===== config.mk =====
export PLATFORM = sky130hd
export DESIGN_NAME = flpkt_ram
export DESIGN_NICKNAME = d
export VERILOG_FILES = /design/src/hdl/fnv_linear_probe_key_table_macros.svh /design/src/hdl/flpkt_ram.sv
export SDC_FILE = /design/constraint.sdc
export NUM_CORES = 1
export LEC_CHECK = 0
export ABC_AREA = 1
export BUFFER_PORTS_ARGS = -buffer_cell sky130_fd_sc_hd__buf_4
export CORE_ASPECT_RATIO = 1.25
export CORE_MARGIN = 2
export CORE_UTILIZATION = 57
export CTS_BUF_LIST = sky130_fd_sc_hd__clkbuf_4 sky130_fd_sc_hd__clkbuf_8
export CTS_CLUSTER_SIZE = 16
export DETAILED_ROUTE_END_ITERATION = 7
export PLACE_DENSITY = 0.77
export SYNTH_ARGS = -nofsm -noshare
export SYNTH_HDL_FRONTEND = slang
export SYNTH_SLANG_ARGS = --single-unit

===== constraint.sdc =====
create_clock -name clk -period 1.7 [get_ports clk]
set_clock_uncertainty 0.2 [all_clocks]
set_input_delay 0.51 -clock clk [delete_from_list [all_inputs] [get_ports clk]]
set_output_delay 0.51 -clock clk [all_outputs]
set_load 0.05 [all_outputs]

===== src/hdl/fnv_linear_probe_key_table_macros.svh =====
// assertion macros shared by the key table
`ifndef FNV_LINEAR_PROBE_KEY_TABLE_MACROS_SVH
`define FNV_LINEAR_PROBE_KEY_TABLE_MACROS_SVH

// property must hold on every rising clock edge outside reset
`define FLP_ASSERT(label, prop, msg) \
  label: assert property (@(posedge clk) disable iff (rst) (prop)) else $error(msg);

// implication checked in the cycle after the condition
`define FLP_ASSERT_NEXT(label, cond, prop, msg) \
  label: assert property (@(posedge clk) disable iff (rst) (cond) |=> (prop)) else $error(msg);

`endif


===== src/hdl/flpkt_ram.sv =====
`timescale 1ns / 1ps
module flpkt_ram #(
  parameter int WIDTH = 8,
  parameter int DEPTH = 16
) (
  input  logic                     clk,
  input  logic                     we,
  input  logic [$clog2(DEPTH)-1:0] waddr,
  input  logic [WIDTH-1:0]         wdata,
  input  logic [$clog2(DEPTH)-1:0] raddr,
  output logic [WIDTH-1:0]         rdata
);
  logic [WIDTH-1:0] mem [DEPTH];

  // one write port, one registered read port
  always_ff @(posedge clk) begin
    if (we) begin
      mem[waddr] <= wdata;
    end
    rdata <= mem[raddr];
  end
endmodule


==> results.py, run 1 <==
metrics = {
    "drt": {
        "avgViaCountPerCell": 5.21,
        "drt_wl_total_um": 12000,
        "drc": 3,
        "ant_nets": 0,
        "first_iter_violations": 339,
        "detail_route.wl_per_cell_um": 16.2,
        "dr.pass1.iters": 8,
        "vias": 3849,
    },
    "clock_tree": {
        "cts-root-buf": "clkbuf_8",
        "numCtsBuffers": 17,
        "cts.sinks": 136,
        "clk_latency_ns": 0.43,
        "clkSlewWorstSetupHoldPaths_ns": 0.08,
        "cts_setup_buffers": 0,
        "cts.htree.levels": 4,
        "cts_buffer_depth": 2,
        "cts_hold_buf": 0,
        "ctsResizeCount": 6,
        "cts_tree": "yes",
    },
    "place": {
        "routabilityCongestion": 0.834,
        "place_area_sq_mm": 0.00621,
        "io_buffers": 25,
        "dp_hpwl_um": 7780,
    },
    "yosys": {
        "avgSynthCellArea_sq_um": 10.5,
        "ys_types": 12,
        "syn_area_sq_mm": 0.00577,
        "synth_cells": 551,
        "synth_nets": 569,
        "ys_seq_area_share_pct": 69.4,
        "yosys_register_bits": 136,
        "ys_warn_count": 0,
    },
    "global_route": {
        "grt_max_degree": 47,
        "grtUsageTotal_pct": 23.4,
        "antenna_found_initial": 0,
        "grt_pass1_wl_um": 18700,
        "overflow": 0,
        "grt_pass1_vias": 3635,
    },
    "sta": {
        "fmax_mhz": 596,
        "hold_viol_final": 0,
        "worst_slew_pin_slew_ns": 0.239,
        "min_period_ns": 1.68,
        "hold_ws_ns": 0.185,
        "rsz0062_at_grt": "false",
        "final-setup-viol-count": 0,
        "drv_slew": 0,
        "fin_tns_setup_ns": 0,
        "maxSlewHeadroom_pct": 84.1,
        "min_period_over_period_pct": 98.7,
    },
    "setup_path": {
        "crit_family": "flip-flops",
        "critical_path_class": "reg -> out",
        "worstPathMaxFanout": 1,
        "crit_chain": "buf_6",
        "crit_buf_inv": 1,
        "cp_slowest_cell": "dfxtp_1",
        "endpoint_kind": "primary output",
        "cp.required_ns": 0.99,
        "worstSetupStartpointType": "flop",
        "cp.arrival_ns": 0.97,
        "slowest_delay_ns": 0.37,
    },
    "power_and_ir_drop": {
        "vdd_drop_max_uv": 724,
        "switchingPower_mw": 1.60,
        "power_frac_clock_pct": 38.1,
        "cellLeakagePower_nw": 2.90,
        "powerDensity_mw_per_mm2": 1060,
        "seqPwrFrac_pct": 53.7,
        "internal_power_mw": 5.42,
        "swShare_pct": 22.8,
        "power_frac_comb_pct": 8.1,
    },
    "job": {
        "max_cap_viol_count": 0,
    },
    "floorplan": {
        "fp-row-count": 41,
        "ios": 26,
        "die-area_sq_mm": 0.0109,
        "start_util_pct": 57.9,
        "core_area_sq_mm": 0.00995,
        "die_w_um": 94.0,
        "die_y_um": 116,
    },
    "final_layout": {
        "diodes": 0,
        "syn_to_final_growth_pct": 15.0,
        "fin_area_sq_mm": 0.00663,
        "num-fill-cells": 742,
        "fin_nets": 615,
        "drive_gt1_share_pct": 14.3,
    },
    "min_path": {
        "hold_class": "in -> reg",
    },
    "run_status": {
        "violations": "design-rule violations",
        "status": "finished with violations",
    },
}
## cell type report
cell class	instances	area [sq um]	area share [%]
multi-input combinational	289	1210	18.3
clock buffer	20	256	3.87
timing repair buffer	51	460	6.94
sequential	136	4010	60.4
clock inverter	12	153	2.30
tap	129	161	2.43
inverter	102	383	5.77
## flip-flops by register name, summed over array words and instances, names as in the netlist
| signal | flops |
|---|---|
| mem | 128 |
| rdata | 8 |
## layout by cell type (no fill, tap or decap)
master	n
nand2_1	173
edfxtp_1	128
inv_1	100
nand3_1	97
buf_4	42
nor2_1	17
clkbuf_8	17
dfxtp_1	6
buf_12	5
clkinvlp_4	4
buf_6	4
clkbuf_4	3
bufinv_16	3
clkinv_2	3
inv_2	2
nand3b_1	2
clkinv_4	2
dfxtp_2	2
## tightest hold or removal path: cells and delay by family
family                 cells  cell delay [ns]
buffers and inverters      1             0.14
and+or+nand+nor            2             0.13
## cells in the mapped netlist
cell type / instances / area [sq um]
inv_1: 100 / 375
inv_2: 2 / 7.51
nand3b_1: 2 / 15.0
nor2_1: 17 / 63.8
dfxtp_1: 8 / 160
nand3_1: 97 / 485
edfxtp_1: 128 / 3840
buf_6: 6 / 67.6
buf_2: 13 / 65.1
buf_4: 4 / 30.0
buf_1: 1 / 3.75
nand2_1: 173 / 649
## per-stage QoR
step,power [mW],setup WS [ns],std cells,utilization (%)
6_report,7.02,0.0218,739,66.7
5_1_grt,7.23,0.00368,739,66.7
4_1_cts,7.05,0.00418,739,66.7
3_5_place_dp,4.41,-0.0683,707,62.4
3_3_place_gp,4.39,-0.0218,707,62.4
2_1_floorplan,4.18,0.0392,551,-
## cell families after synthesis
group | count (synthesis) | synth area share, %
buf+inv | 126 | 9.52
simple gates | 289 | 21.0
flops | 136 | 69.4
## routing by layer
metal,share of wire (%),global-route usage (%),vias up
met1,41,30.3,1844
met2,51,39.5,123
met3,5.6,4.32,18
li1,-,-,1864
met5,0,0,-
met4,2.2,9.37,0
## path summary, 6_finish.rpt
kind / from / to / slack [ns] / depth (start not counted)
worst max-delay path: rdata[4] / rdata[4] / 0.02 / 1
worst min-delay path: raddr[3] / rdata[7] / 0.18 / 3
worst max register to register: mem[7][4] / rdata[4] / 0.45 / 6
worst min register to register: mem[13][2] / rdata[2] / 0.48 / 6
## power by group through the flow
stage / clock, mW / combinational (mW) / sequential, mW
6_report: 2.68 / 0.572 / 3.77
5_1_grt: 2.83 / 0.625 / 3.78
4_1_cts: 2.70 / 0.574 / 3.77
3_5_place_dp: 0 / 0.564 / 3.84
3_3_place_gp: 0 / 0.550 / 3.84
2_1_floorplan: 0 / 0.264 / 3.91
(Power assumes the default switching activity.)
==> run 2: changes to the inputs <==
ABC_AREA = unset   (was 1)
==> run 2 against run 1 <==
The run now ends clean; sequential cell count stayed put; worst setup slack better by 0.023 ns; wire length is 20% lower; largest cell class unchanged; largest power group unchanged.
==> results.py, run 2 <==
metrics = {
    "run_status": {
        "status": "finished, final reports clean",
    },
    "power_and_ir_drop": {
        "power_frac_clock_pct": 41.0,
        "powerDensity_mw_per_mm2": 1170,
        "power_frac_comb_pct": 6.8,
        "swShare_pct": 20.4,
        "seqPwrFrac_pct": 52.2,
        "internal_power_mw": 5.75,
        "cellLeakagePower_nw": 2.08,
        "switchingPower_mw": 1.48,
        "vdd_drop_max_uv": 961,
    },
    "yosys": {
        "yosys_register_bits": 136,
        "synth_nets": 247,
        "synth.most_common_cell": "edfxtp_1",
        "ys_types": 19,
        "synth_top_family_by_area": "multiplexers",
        "ys_seq_area_share_pct": 77.8,
        "synthTopCellsByArea": "edfxtp_1, mux4_2, mux4_1",
        "ys_warn_count": 0,
        "avgSynthCellArea_sq_um": 22.5,
        "synthTopCellsByCount": "edfxtp_1, mux4_2, a22oi_1",
        "muxShareOfSynthArea_pct": 15.0,
        "synth-compound-area-share_pct": 2.33,
        "synthXorXnorAreaFrac_pct": 0,
        "yosys.area_share.simple_pct": 3.18,
        "synth-async-reset-ratio_pct": 0,
        "synth_cells": 229,
        "synth_top_cell_by_area": "edfxtp_1",
        "ys.flop_type": "edfxtp_1",
        "synth.top_cell.area_share_pct": 74.7,
        "yosys.area_share.adder_pct": 0,
        "synth_edf_count": 128,
        "syn_area_sq_mm": 0.00515,
    },
    "final_layout": {
        "final_core_util_pct": 70.4,
        "reg_top3": "mem x128, rdata x8",
        "seq_area_sq_mm": 0.00401,
        "multiInputGateArea_sq_mm": 0.00106,
        "layout.cells.non_filler": 428,
        "diodes": 0,
        "top_register": "mem",
        "fin_nets": 313,
        "syn_to_final_growth_pct": 19.6,
        "final_cell_mix": "edfxtp_1, buf_4, mux4_2",
        "final_common_cell": "edfxtp_1",
        "drive_gt1_share_pct": 42.2,
        "largest_register_ffs": 128,
        "num-fill-cells": 544,
    },
    "sta": {
        "rsz0062_at_grt": "false",
        "maxSlewHeadroom_pct": 48.4,
        "min_period_ns": 1.66,
        "final-setup-viol-count": 0,
        "worst_slew_pin_slew_ns": 0.772,
        "min_period_over_period_pct": 97.4,
        "hold_viol_final": 0,
        "fmax_mhz": 604,
        "drv_slew": 0,
        "fin_tns_setup_ns": 0,
    },
    "setup_path": {
        "slowest_delay_ns": 0.32,
        "crit_cells": 1,
        "cp_slowest_cell": "dfxtp_1",
        "endpoint_kind": "primary output",
        "crit_chain": "buf_4",
        "cp.arrival_ns": 0.95,
        "cp.required_ns": 0.99,
        "crit_end": "rdata[6]",
        "worstReg2RegEnd": "rdata[2]",
        "worstPathMaxFanout": 1,
        "critical_path_class": "reg -> out",
        "worstSetupStartpoint": "rdata[6]",
        "worstSetupStartpointType": "flop",
        "crit_buf_inv": 1,
        "rr_worst_depth": 3,
        "r2r-start": "mem[2][2]",
        "r2r_setup_slack_ns": 0.16,
        "crit_family": "flip-flops",
    },
    "clock_tree": {
        "clk_latency_ns": 0.43,
        "cts_tree": "yes",
        "cts.htree.levels": 4,
        "cts_buffer_depth": 2,
        "numCtsBuffers": 17,
        "cts_setup_buffers": 0,
        "cts.sinks": 136,
        "clkSlewWorstSetupHoldPaths_ns": 0.07,
        "cts_hold_buf": 0,
        "cts-root-buf": "clkbuf_8",
    },
    "global_route": {
        "grt_pass1_vias": 2622,
        "antenna_found_initial": 0,
        "grt_pass1_wl_um": 14700,
        "grt_max_degree": 17,
        "grtUsageTotal_pct": 22.5,
        "overflow": 0,
    },
    "place": {
        "dp_hpwl_um": 6450,
        "io_buffers": 25,
        "routabilityCongestion": 0.774,
        "dp_cells": 396,
    },
    "floorplan": {
        "fp-row-count": 38,
        "die-area_sq_mm": 0.00981,
        "ios": 26,
        "die_y_um": 110,
        "die_w_um": 89.0,
        "start_util_pct": 58.8,
        "core_area_sq_mm": 0.00875,
    },
    "drt": {
        "drc": 0,
        "vias": 2454,
        "drt_wl_total_um": 9590,
        "detail_route.wl_per_cell_um": 22.4,
        "avgViaCountPerCell": 5.73,
        "dr.pass1.iters": 5,
        "ant_nets": 0,
        "first_iter_violations": 286,
    },
    "min_path": {
        "hold_class": "in -> reg",
    },
    "job": {
        "max_cap_viol_count": 0,
    },
}
[run 2: changes by cell type after synthesis, sizes merged, moves of 4 or more]
cell   before  now
nand3      97    1
inv       102    0
nand2     173    9
nor2       17   13
mux4        0   32
a22oi       0   16
buf        24    7
nor3        0    4
[run 2: repair_timing]
item,in CTS,in global routing
gates resized for setup,4,4
gates cloned,0,0
setup endpoints to repair,3,4
[run 2: layout make-up]
| cell class | instances | area share [%] |
|---|---|---|
| timing repair buffer | 57 | 7.86 |
| multi-input combinational | 83 | 17.2 |
| sequential | 136 | 65.1 |
| clock inverter | 13 | 3.25 |
| tap | 120 | 2.44 |
| clock buffer | 19 | 4.15 |
[run 2: routing by layer]
metal | part of all wire (%) | vias to the layer above | track usage [%] | wire, um
met5 | 0 | - | 0 | 0
met4 | 1.2 | 0 | 9.70 | 119
met3 | 7.6 | 10 | 6.85 | 726
met2 | 52 | 100 | 35.0 | 4950
met1 | 40 | 1250 | 29.8 | 3790
li1 | - | 1094 | - | -
[run 2: stage by stage]
step           hold WS, ns  instance area [sq um]  total power, mW  worst slack [ns]
2_1_floorplan        0.409                   5180             4.13            -0.143
3_3_place_gp         0.454                   5680             4.31            -0.357
3_5_place_dp         0.453                   5680             4.33            -0.392
4_1_cts              0.156                   6150             7.27           0.00364
5_1_grt              0.174                   6160             7.45           0.00647
6_report             0.176                   6160             7.22            0.0448
[run 2: worst min path at each step]
stage                 end  cells after the start  slack (ns)        from
2_1_floorplan   mem[0][0]                      0        0.41    wdata[0]
3_3_place_gp     rdata[3]                      3        0.45  mem[14][3]
3_5_place_dp     rdata[3]                      3        0.45  mem[14][3]
4_1_cts         mem[0][7]                      1        0.16    wdata[7]
5_1_grt         mem[0][7]                      1        0.17    wdata[7]
6_report       mem[11][1]                      1        0.18    wdata[1]
[run 2: cells by family (layout without fill, tap and decap cells)]
| group | after synthesis | count (layout) |
|---|---|---|
| DFF | 136 | 136 |
| AOI/OAI and AO/OA | 16 | 16 |
| muxes | 32 | 32 |
| buffers and inverters | 10 | 89 |
| and+or+nand+nor | 35 | 35 |
[run 2: power by group through the flow]
stage	Combinational, mW	Sequential, mW	Clock, mW
after floorplan	0.214	3.91	0
after global placement	0.471	3.84	0
after detailed placement	0.485	3.84	0
after CTS	0.491	3.77	3.01
after global routing	0.525	3.78	3.15
final	0.489	3.77	2.96
